## config.mk

```make
export PLATFORM = sky130hd
export DESIGN_NAME = bankers_safety_and_request_unit
export DESIGN_NICKNAME = d
export VERILOG_FILES = /design/src/hw/rtl/bsr_pkg.sv /design/src/hw/rtl/bsr_datapath.sv /design/src/hw/rtl/bsr_controller.sv /design/src/hw/rtl/bankers_safety_and_request_unit.sv
export SDC_FILE = /design/constraint.sdc
export NUM_CORES = 2
export LEC_CHECK = 0
export ABC_AREA = 1
export BUFFER_PORTS_ARGS = -buffer_cell sky130_fd_sc_hd__buf_2
export CORE_MARGIN = 5
export CORE_UTILIZATION = 55
export DETAILED_ROUTE_END_ITERATION = 16
export PLACE_DENSITY = 0.77
export SLEW_MARGIN = 20
export SYNTH_ARGS = -nofsm -noshare
export SYNTH_HDL_FRONTEND = slang
export SYNTH_SLANG_ARGS = --single-unit
```

## constraint.sdc

```tcl
create_clock -name clk -period 12.8 [get_ports clk]
set_input_delay 1.28 -clock clk [delete_from_list [all_inputs] [get_ports clk]]
set_output_delay 1.28 -clock clk [all_outputs]
set_load 0.02 [all_outputs]
```

## src/hw/rtl/bsr_pkg.sv

```systemverilog
`timescale 1ns / 1ps
// Shared types and constants for the banker's safety and request unit.
package bsr_pkg;

  localparam int CW = 8;

  localparam logic [1:0] OP_LOAD    = 2'd0;
  localparam logic [1:0] OP_REQUEST = 2'd1;
  localparam logic [1:0] OP_CHECK   = 2'd2;
  localparam logic [1:0] OP_NOP     = 2'd3;

  localparam logic [2:0] ST_OK      = 3'd0;
  localparam logic [2:0] ST_CLAIM   = 3'd1;
  localparam logic [2:0] ST_WAIT    = 3'd2;
  localparam logic [2:0] ST_UNSAFE  = 3'd3;
  localparam logic [2:0] ST_BADIDX  = 3'd4;
  localparam logic [2:0] ST_BADLOAD = 3'd5;

  localparam logic [1:0] CFG_COUNT = 2'd0;
  localparam logic [1:0] CFG_TA    = 2'd1;
  localparam logic [1:0] CFG_TB    = 2'd2;
  localparam logic [1:0] CFG_TC    = 2'd3;

  typedef struct packed {
    logic [1:0] operation;
    logic [3:0] process;
    logic [7:0] amount_a;
    logic [7:0] amount_b;
    logic [7:0] amount_c;
    logic [7:0] claim_a;
    logic [7:0] claim_b;
    logic [7:0] claim_c;
  } in_item_t;

  typedef struct packed {
    logic [2:0] status;
    logic [3:0] sequence_process;
    logic       sequence_valid;
    logic       last;
  } out_item_t;

  // controller -> datapath
  typedef struct packed {
    logic load_item;
    logic commit_load;
    logic apply_req;
    logic rollback;
    logic scan_start;
    logic scan_step;
  } dp_cmd_t;

  // datapath -> controller
  typedef struct packed {
    logic bad_index;
    logic bad_load;
    logic exceeds_need;
    logic exceeds_free;
    logic pass_end;
    logic progress;
    logic all_placed;
  } dp_stat_t;

endpackage

```

## src/hw/rtl/bsr_datapath.sv

```systemverilog
`timescale 1ns / 1ps
// Datapath: process rows, allocation sums, scan pool and safe sequence.
module bsr_datapath #(
  parameter int PROCESSES = 16
) (
  input  logic              clk,
  input  logic              rst,
  input  bsr_pkg::dp_cmd_t  cmd,
  input  bsr_pkg::in_item_t in_item,
  input  logic [4:0]        process_count,
  input  logic [7:0]        total_a,
  input  logic [7:0]        total_b,
  input  logic [7:0]        total_c,
  input  logic [$clog2(PROCESSES+1)-1:0] emit_index,
  output bsr_pkg::dp_stat_t stat,
  output logic [3:0]        emit_process,
  output logic [$clog2(PROCESSES+1)-1:0] eff_n
);
  localparam int IW = (PROCESSES > 1) ? $clog2(PROCESSES) : 1;
  localparam int NW = $clog2(PROCESSES + 1);
  localparam int CW = bsr_pkg::CW;

  logic [CW-1:0] alloc [PROCESSES][3];
  logic [CW-1:0] need  [PROCESSES][3];
  logic [CW-1:0] asum [3];
  logic [CW:0]   pool [3];
  logic [PROCESSES-1:0] done;
  logic [IW-1:0] order [PROCESSES];
  logic [NW-1:0] placed;
  logic [NW-1:0] scan_i;
  logic          progress;
  bsr_pkg::in_item_t item;

  logic [CW-1:0] amt [3];
  logic [CW-1:0] clm [3];
  logic [CW-1:0] tot [3];
  logic [IW-1:0] pidx;
  logic [IW-1:0] sidx;
  logic          idx_bad;
  logic [CW:0]   freev [3];
  logic          fits;

  assign eff_n = ({1'b0, process_count} > 6'(PROCESSES)) ? NW'(PROCESSES) : NW'(process_count);
  assign amt[0] = item.amount_a;
  assign amt[1] = item.amount_b;
  assign amt[2] = item.amount_c;
  assign clm[0] = item.claim_a;
  assign clm[1] = item.claim_b;
  assign clm[2] = item.claim_c;
  assign tot[0] = total_a;
  assign tot[1] = total_b;
  assign tot[2] = total_c;
  assign idx_bad = ({1'b0, item.process} >= 5'(eff_n)) || (5'(item.process) >= 5'(PROCESSES));
  assign pidx = IW'(item.process);
  assign sidx = scan_i[IW-1:0];

  always_comb begin
    fits = 1'b1;
    stat = '0;
    for (int r = 0; r < 3; r++) begin
      freev[r] = (tot[r] > asum[r]) ? {1'b0, tot[r] - asum[r]} : '0;
      if (clm[r] < amt[r]) stat.bad_load = 1'b1;
      if (({1'b0, asum[r]} - {1'b0, alloc[pidx][r]} + {1'b0, amt[r]}) > {1'b0, tot[r]})
        stat.bad_load = 1'b1;
      if (amt[r] > need[pidx][r]) stat.exceeds_need = 1'b1;
      if ({1'b0, amt[r]} > freev[r]) stat.exceeds_free = 1'b1;
      if ({1'b0, need[sidx][r]} > pool[r]) fits = 1'b0;
    end
    stat.bad_index  = idx_bad;
    stat.pass_end   = (scan_i >= eff_n);
    stat.progress   = progress;
    stat.all_placed = (placed >= eff_n);
  end

  assign emit_process = 4'(order[emit_index[IW-1:0]]);

  always_ff @(posedge clk) begin
    if (rst) begin
      for (int i = 0; i < PROCESSES; i++) begin
        for (int r = 0; r < 3; r++) begin
          alloc[i][r] <= '0;
          need[i][r]  <= '0;
        end
      end
      for (int r = 0; r < 3; r++) asum[r] <= '0;
    end else begin
      if (cmd.commit_load) begin
        for (int r = 0; r < 3; r++) begin
          asum[r] <= asum[r] - alloc[pidx][r] + amt[r];
          alloc[pidx][r] <= amt[r];
          need[pidx][r]  <= clm[r] - amt[r];
        end
      end
      if (cmd.apply_req) begin
        for (int r = 0; r < 3; r++) begin
          asum[r] <= asum[r] + amt[r];
          alloc[pidx][r] <= alloc[pidx][r] + amt[r];
          need[pidx][r]  <= need[pidx][r] - amt[r];
        end
      end
      if (cmd.rollback) begin
        for (int r = 0; r < 3; r++) begin
          asum[r] <= asum[r] - amt[r];
          alloc[pidx][r] <= alloc[pidx][r] - amt[r];
          need[pidx][r]  <= need[pidx][r] + amt[r];
        end
      end
    end
  end

  always_ff @(posedge clk) begin
    if (cmd.load_item) item <= in_item;
    if (cmd.scan_start) begin
      for (int r = 0; r < 3; r++) pool[r] <= freev[r];
      done <= '0;
      placed <= '0;
      scan_i <= '0;
      progress <= 1'b0;
    end else if (cmd.scan_step) begin
      if (scan_i >= eff_n) begin
        scan_i <= '0;
        progress <= 1'b0;
      end else begin
        scan_i <= scan_i + 1'b1;
        if (!done[sidx] && fits) begin
          for (int r = 0; r < 3; r++) begin
            pool[r] <= ((pool[r] + {1'b0, alloc[sidx][r]}) > 9'(2**CW - 1)) ?
                       9'(2**CW - 1) : pool[r] + {1'b0, alloc[sidx][r]};
          end
          done[sidx] <= 1'b1;
          order[placed[IW-1:0]] <= sidx;
          placed <= placed + 1'b1;
          progress <= 1'b1;
        end
      end
    end
  end
endmodule

```

## src/hw/rtl/bsr_controller.sv

```systemverilog
`timescale 1ns / 1ps
// Controller: sequences item decode, scan passes and result delivery.
module bsr_controller #(
  parameter int PROCESSES = 16
) (
  input  logic              clk,
  input  logic              rst,
  input  logic              in_valid,
  input  logic [1:0]        in_op,
  output logic              in_stall,
  output logic              out_valid,
  input  logic              out_stall,
  output bsr_pkg::out_item_t out_item,
  output bsr_pkg::dp_cmd_t  cmd,
  input  bsr_pkg::dp_stat_t stat,
  input  logic [3:0]        emit_process,
  input  logic [$clog2(PROCESSES+1)-1:0] eff_n,
  output logic [$clog2(PROCESSES+1)-1:0] emit_index
);
  localparam logic [2:0] S_IDLE = 3'd0;
  localparam logic [2:0] S_DEC  = 3'd1;
  localparam logic [2:0] S_SCAN = 3'd2;
  localparam logic [2:0] S_SEQ  = 3'd3;
  localparam logic [2:0] S_ONE  = 3'd4;

  logic [2:0] state, state_next;
  logic [1:0] op;
  logic       is_req;
  logic [2:0] one_status;
  logic       out_free;
  // apply_req registers its update in the same edge scan_start would need,
  // so request scans start in the cycle after apply.
  logic       scan_pend;

  assign out_free = !out_valid || !out_stall;
  assign in_stall = (state != S_IDLE);

  always_comb begin
    cmd = '0;
    state_next = state;
    cmd.load_item = (state == S_IDLE) && in_valid;
    unique case (state)
      S_IDLE: if (in_valid && in_op != bsr_pkg::OP_NOP) state_next = S_DEC;
      S_DEC: begin
        if (op == bsr_pkg::OP_CHECK) begin
          cmd.scan_start = 1'b1;
          state_next = S_SCAN;
        end else if (stat.bad_index || stat.bad_load && op == bsr_pkg::OP_LOAD) begin
          state_next = S_ONE;
        end else if (op == bsr_pkg::OP_LOAD) begin
          cmd.commit_load = 1'b1;
          state_next = S_ONE;
        end else if (stat.exceeds_need || stat.exceeds_free) begin
          state_next = S_ONE;
        end else begin
          cmd.apply_req = 1'b1;
          state_next = S_SCAN;
        end
      end
      S_SCAN: begin
        if (scan_pend) begin
          cmd.scan_start = 1'b1;
        end else if (stat.all_placed) begin
          state_next = S_SEQ;
        end else if (stat.pass_end && !stat.progress) begin
          cmd.rollback = is_req;
          state_next = S_ONE;
        end else begin
          cmd.scan_step = 1'b1;
        end
      end
      S_SEQ: if (out_free && (eff_n == '0 || emit_index + 1'b1 >= eff_n)) state_next = S_IDLE;
      S_ONE: if (out_free) state_next = S_IDLE;
      default: state_next = S_IDLE;
    endcase
  end

  always_ff @(posedge clk) begin
    if (rst) begin
      state <= S_IDLE;
      out_valid <= 1'b0;
      emit_index <= '0;
      op <= '0;
      is_req <= 1'b0;
      one_status <= '0;
      scan_pend <= 1'b0;
    end else begin
      state <= state_next;
      if (out_valid && !out_stall) out_valid <= 1'b0;
      if (state == S_IDLE && in_valid) begin
        op <= in_op;
        is_req <= (in_op == bsr_pkg::OP_REQUEST);
      end
      if (state == S_DEC) begin
        emit_index <= '0;
        scan_pend <= (state_next == S_SCAN) && op == bsr_pkg::OP_REQUEST;
        if (stat.bad_index && op != bsr_pkg::OP_CHECK) one_status <= bsr_pkg::ST_BADIDX;
        else if (op == bsr_pkg::OP_LOAD)
          one_status <= stat.bad_load ? bsr_pkg::ST_BADLOAD : bsr_pkg::ST_OK;
        else if (stat.exceeds_need) one_status <= bsr_pkg::ST_CLAIM;
        else one_status <= bsr_pkg::ST_WAIT;
      end
      if (state == S_SCAN && state_next == S_ONE) one_status <= bsr_pkg::ST_UNSAFE;
      if (state == S_SEQ && out_free) begin
        out_valid <= 1'b1;
        out_item.status <= bsr_pkg::ST_OK;
        if (eff_n == '0) begin
          out_item.sequence_process <= '0;
          out_item.sequence_valid <= 1'b0;
          out_item.last <= 1'b1;
        end else begin
          out_item.sequence_process <= emit_process;
          out_item.sequence_valid <= 1'b1;
          out_item.last <= (emit_index + 1'b1 >= eff_n);
        end
        emit_index <= emit_index + 1'b1;
      end
      if (state == S_ONE && out_free) begin
        out_valid <= 1'b1;
        out_item.status <= one_status;
        out_item.sequence_process <= '0;
        out_item.sequence_valid <= 1'b0;
        out_item.last <= 1'b1;
      end
      if (scan_pend) scan_pend <= 1'b0;
    end
  end
endmodule

```

## src/hw/rtl/bankers_safety_and_request_unit.sv

```systemverilog
`timescale 1ns / 1ps
// Top level of the banker's safety and request unit.
// Usage:
//   in_valid/in_stall carry one in_item (load, request or check).
//   out_valid/out_stall carry results; the last result of an item has last set.
//   Configuration is written through cfg_write/cfg_index/cfg_data while idle.
// Operation:
//   One item at a time. Loads and requests refused at decode skip the scan.
//   Checks and requests that pass decode run the safety scan: each pass visits
//   process_count rows, capped at PROCESSES, one row per cycle, up to that many
//   passes, a rate set by the single row comparator of the scan loop; the safe
//   sequence then leaves at one result per cycle while out_stall is low.
// Reset:
//   rst clears all rows and sums and loads count 5 and totals 10, 5, 7.
// Stall:
//   A stalled result holds; the next result waits behind it (the scan does not), and
//   in_stall stays high until the item's last result enters the output register.
module bankers_safety_and_request_unit #(
  parameter int PROCESSES = 16
) (
  input  logic               clk,
  input  logic               rst,
  input  logic               in_valid,
  output logic               in_stall,
  input  bsr_pkg::in_item_t  in_item,
  output logic               out_valid,
  input  logic               out_stall,
  output bsr_pkg::out_item_t out_item,
  input  logic               cfg_write,
  input  logic [1:0]         cfg_index,
  input  logic [7:0]         cfg_data
);
  localparam int NW = $clog2(PROCESSES + 1);

  logic [4:0] process_count;
  logic [7:0] total_a, total_b, total_c;
  bsr_pkg::dp_cmd_t  cmd;
  bsr_pkg::dp_stat_t stat;
  logic [3:0]  emit_process;
  logic [NW-1:0] eff_n, emit_index;

  always_ff @(posedge clk) begin
    if (rst) begin
      process_count <= 5'd5;
      total_a <= 8'd10;
      total_b <= 8'd5;
      total_c <= 8'd7;
    end else if (cfg_write) begin
      unique case (cfg_index)
        bsr_pkg::CFG_COUNT: process_count <= cfg_data[4:0];
        bsr_pkg::CFG_TA:    total_a <= cfg_data;
        bsr_pkg::CFG_TB:    total_b <= cfg_data;
        bsr_pkg::CFG_TC:    total_c <= cfg_data;
        default: ;
      endcase
    end
  end

  bsr_datapath #(.PROCESSES(PROCESSES)) u_dp (
    .clk, .rst, .cmd, .in_item, .process_count, .total_a, .total_b, .total_c,
    .emit_index, .stat, .emit_process, .eff_n
  );

  bsr_controller #(.PROCESSES(PROCESSES)) u_ctl (
    .clk, .rst, .in_valid, .in_op(in_item.operation), .in_stall, .out_valid,
    .out_stall, .out_item, .cmd, .stat, .emit_process, .eff_n, .emit_index
  );
endmodule

```

# Yosys cells after proc, flatten, opt, wreduce, memory -nomap -nowiden

Memory sizes are Yosys's and may differ from the RTL's. A register that Yosys moved wholly into a read port is not among the register bits.
Index checks and enable logic that the tools add are counted.

Register bits: 133
RAM bits: 883
Input bits: 69
Output and inout port bits: 11
Word-level logic and storage cells: 313
Memories kept: 5

$add $sub $neg: 42
Magnitude comparators: 28
Equal/unequal tests: 14
Mux-type cells: 127
Bitwise gates (word level): 28
Reduce and logical (&&, ||, !) cells: 42

Memory list:

| name       | words | width | rd ports | clocked after Yosys merged registers in | wr ports | RTL line           | source |
|---|---|---|---|---|---|---|---|
| u_dp.alloc | 16    | 24    | 2        | 2                                       | 16       | bsr_datapath.sv:23 | `logic [CW-1:0] alloc [PROCESSES][3];` |
| u_dp.need  | 16    | 24    | 2        | 2                                       | 16       | bsr_datapath.sv:24 | `logic [CW-1:0] need [PROCESSES][3];` |
| u_dp.order | 16    | 4     | 1        | 1                                       | 1        | bsr_datapath.sv:28 | `logic [IW-1:0] order [PROCESSES];` |
| u_dp.pool  | 3     | 9     | 3        | 0                                       | 3        | bsr_datapath.sv:26 | `logic [CW:0] pool [3];` |
| u_dp.asum  | 3     | 8     | 3        | 0                                       | 3        | bsr_datapath.sv:25 | `logic [CW-1:0] asum [3];` |

Operator list:

| operator                                                       | number |
|---|---|
| two-way mux 8 bit                                              | 24 |
| subtractor 8 bit                                               | 18 |
| adder 8 bit                                                    | 12 |
| two-way mux 9 bit                                              | 8 |
| adder 9 x 8 -> 9 bit                                           | 6 |
| greater-than comparator 8 x 9 -> 1 bit                         | 6 |
| two-way mux 1 bit                                              | 53 |
| greater-than comparator 8 bit                                  | 6 |
| two-way mux 24 bit                                             | 2 |
| OR reduction 24 bit                                            | 2 |
| two-way mux 3 bit                                              | 15 |
| two-way mux 4 bit                                              | 10 |
| greater-than comparator 9 x 8 -> 1 bit                         | 3 |
| greater-than comparator 9 x 8 -> 1 bit (second input constant) | 3 |
| subtractor 8 x 8 -> 9 bit                                      | 3 |
| < comparator 8 bit                                             | 3 |
| bitwise OR 1 bit                                               | 24 |
| two-way mux 5 bit                                              | 4 |
| bitwise OR 16 bit                                              | 1 |
| adder 5 x 1 -> 5 bit (second input constant)                   | 3 |
| greater-or-equal comparator 5 bit                              | 3 |
| case mux 3 bit (5 select lines)                                | 1 |
| logical AND 1 bit                                              | 13 |
| two-way mux 2 bit                                              | 6 |
| 26 further kinds                                               | 52 |

# Depth between registers and ports, before layout

An unclocked memory read counts as a cell.

Depth after elaboration: 21
Gate-level depth with buffers: 35
Depth with buffers taken out: 32

# By module

Synthesis repeated with hierarchy kept, for this count alone.

Cell total of the unflattened synthesis: 7,758
Area total of the unflattened synthesis: 65,549.1 um2

By module, submodules not included:

| module                          | instances | cells an instance | area each (um2) | sequential area each (um2) |
|---|---|---|---|---|
| bsr_datapath                    | 1         | 7,406             | 62,961.6        | 28,777.6 |
| bsr_controller                  | 1         | 177               | 1,383.8         | 590.6 |
| bankers_safety_and_request_unit | 1         | 175               | 1,203.7         | 580.6 |

# Worst setup path before layout

Ideal clock, no wire load.

Kind: register to register
Start point: reg with a tool-made name
End point: mem u_dp.alloc[14][0] in the netlist's numbering, enable pin
Setup time: 407 ps
Arrival: 6,384 ps
Data required time: 12,393 ps
Slack: 6,010 ps
Stages on the path, launching flop included: 36
Buffers on the path: 7
Clock period less this slack: 6,790 ps
Path through: dfxtp_1 -> clkbuf_1 -> clkbuf_1 -> clkbuf_1 -> clkbuf_1 -> nand2_1 -> o211ai_1 -> nand3_1 -> nand3_1 -> o21ai_0 -> fa_1 -> inv_1 -> ha_1 -> a21oi_1 -> nand2_1 -> a21oi_1 -> nor2_1 -> nor2_1 -> xor2_1 -> inv_1 -> ha_1 -> and3_1 -> nand2_1 -> nand2_1 -> nand2_1 -> nand2_1 -> inv_1 -> nand4_1 -> nor3_4 -> nand2_2 -> o21ai_4 -> buf_6 -> nand3_2 -> buf_6 -> buf_2 -> nand2_1

RTL lines:

| item      | RTL line |
|---|---|
| to (decl) | bsr_datapath.sv:23 |

==> run metrics <==
status=complete, no violations; most used cell, CP=nand2_1; total track usage=32.64%; Max Cap Viol=0; period utilization=approximately 75%; critical-path maximum fanout=just over 90; Starting Density=55.42%; minimum clock period=9.590 ns; Final Skew=0.03897 ns; final core utilization=59.37%; H-Tree Level Count=3; CTS tree=done; most common cell after layout, fill and taps aside=nor2_1; RePlAce Congestion=0.9506; drt initial violations=between 7000 and 8000; Final Max Tran Viols=0; drt wl/cell=around 23 um; DR pass1 iterations=9; P&R area growth vs syn=7.132%; hpwl dp=130700 um; Hold Path Class=reg2reg; RSZ-0062 raised after global routing=no; FF+latch count, synth=approximately 1000; most frequent cells in the layout=956 x nor2_1, 944 x edfxtp_1, 878 x a21oi_1; clock buffer depth=3; Yosys cell types=59; PD cells=between 150 and 200 nW/um^2; slowest CP cell=nand2_4; dpl cell area=64530 um^2; Root Buffer=clkbuf_16; Worst path max stage delay=1.24 ns; setup TNS=0 ns; synthesized instance count=around 7400; worst min-delay path startpoint=u_dp.done[7]; Rel. slew slack=20.00%; vias in the first global route=about 52000; Worst EP arrival=9.90 ns; Achievable Freq=104.3 MHz; clk slew on worst S/H paths=approximately 0.060 ns; Power Total=12300 uW; layout cells sized above 1=~5.5%; Design Area, Final=67980 um^2; drt drc=0; P_leak=0.02752 uW; Yosys Warn Count=0; Worst Tran Pin Value=1.200 ns; die height=349.7 um; CORE AREA=about 110000 um^2; DRT antenna net count=0; cts-stage hold buffer count=0; Synth Flop Type=edfxtp_1; sequential share of the synthesized area=47.32%; Fin. Hold Viols=0; gr ovfl total=0; CTS resizes=0; maximum VDD drop=0.0001273 V; clk sinks=1028; largest net degree at the start of global routing=approximately 190; IO Pins=80; DRT Wirelength=205900 um; Post-synth EDFFs=between 900 and 1000; setup ws final=3.210 ns; port buffer count=79; CP Data Required Time=13.11 ns; Syn Area/Cell=8.546 um^2; Die Area=122300 um^2; mapped cell area=63450 um^2; number of nets in the layout=7620; FFs w/ async S/R, synth=0%; CP startpoint kind=flop; die width=349.7 um; initial antenna violation count=2; Avg Vias per Cell=6.284; setup bufs post-CTS=0; CP endpoint kind=flop; Setup CP Type=reg2reg; Rows=124; TritonCTS Buffers=106; first-pass GRT wire length=306900 um; clock network latency to the later pin of the worst-skew pair=a little over 0.7 ns; final setup violation count=0; routed via count=55110; dpl ws=3.440 ns; filler instances=9811
==> registers in the layout (all words and copies together) (netlist names), 8 cells and up, named ones only <==
signal and flops:
u_dp.order 64, u_dp.pool 27, total_c 8, u_dp.clm 24, u_ctl.out_item 9, u_dp.amt 24
u_dp.done 16, u_dp.asum 24, u_dp.need 384, u_dp.alloc 384, total_a 8, total_b 8
==> cells in the mapped netlist, drive strengths merged (41+ instances only) <==
library cell / count / area share (%)
a21oi: 886 / 7.0
edfxtp: 944 / 45
xor2: 103 / 1.4
nand3: 371 / 3.0
nor2: 957 / 5.7
dfxtp: 84 / 2.7
ha: 331 / 6.5
o221ai: 84 / 1.2
clkbuf: 358 / 2.1
o21ai: 892 / 7.1
inv: 857 / 5.1
fa: 51 / 1.6
nand2: 896 / 5.3
buf: 157 / 1.3
o211ai: 208 / 2.5
xnor2: 41 / 0.57
==> per-layer routing <==
layer  vias up  track usage (%)  wire length (um)
met5         -                0                23
met4         4            21.05             16200
met3       734            5.907             22060
met2      3605            51.87             92200
met1     25810            41.42             75420
li1      24960                -                 -
==> cells by family after synthesis <==
logic type               after synthesis  synth area share [%]
buffers and inverters               1378                 8.496
XOR/XNOR                             144                 1.988
adder cells (fa/ha/maj)              382                 8.136
other                                  1              0.005910
flip-flops                          1028                 47.32
AND/OR/NAND/NOR                     2298                 14.74
AO/OA/AOI/OAI                       2178                 19.06
multiplexers                          16                0.2524
==> layout make-up <==
type,instances,area (um^2),area share [%]
tap,1512,1892,2.783
multi-input combinational,5021,28390,41.76
antenna,1,2.502,0.003681
timing repair buffer,149,970.9,1.428
sequential,1028,30060,44.22
inverter,863,3244,4.773
clock inverter,56,484.2,0.7123
clock buffer,140,2938,4.322
==> path summary, 6_finish.rpt <==
path                                     endpoint  slack [ns]  cells after the start
worst min-delay path                 u_dp.done[7]        0.46                      2
worst min register to register       u_dp.done[7]        0.46                      2
worst max register to register  u_dp.need[10][21]        3.21                     28
worst max-delay path            u_dp.need[10][21]        3.21                     28
==> worst max-delay path, delay by kind of cell, from the launching register on <==
kind,cells,cell delay (ns)
and+or+nand+nor,13,3.66
AOI/OAI and AO/OA,7,2.28
adders and majority gates,3,1.08
buffers and inverters,4,0.94
DFF,1,0.93
xor gates and xnor gates,1,0.17
==> power by group <==
part           switching (uW)  internal [uW]  leakage [uW]
registers                 206           3840        0.0103
clock network            1380           1740       0.00166
logic                    3560           1580        0.0156
total                    5140           7160        0.0275
==> per-stage QoR <==
step | cells | hold WS [ns]
after floorplan | 7427 | 0.4293
after global placement | 8573 | 0.4400
after detailed placement | 8573 | 0.4460
after CTS | 8769 | 0.4588
after global routing | 8769 | 0.4853
final | 8770 | 0.4551
No activity file was read; power rests on OpenSTA's default activity.
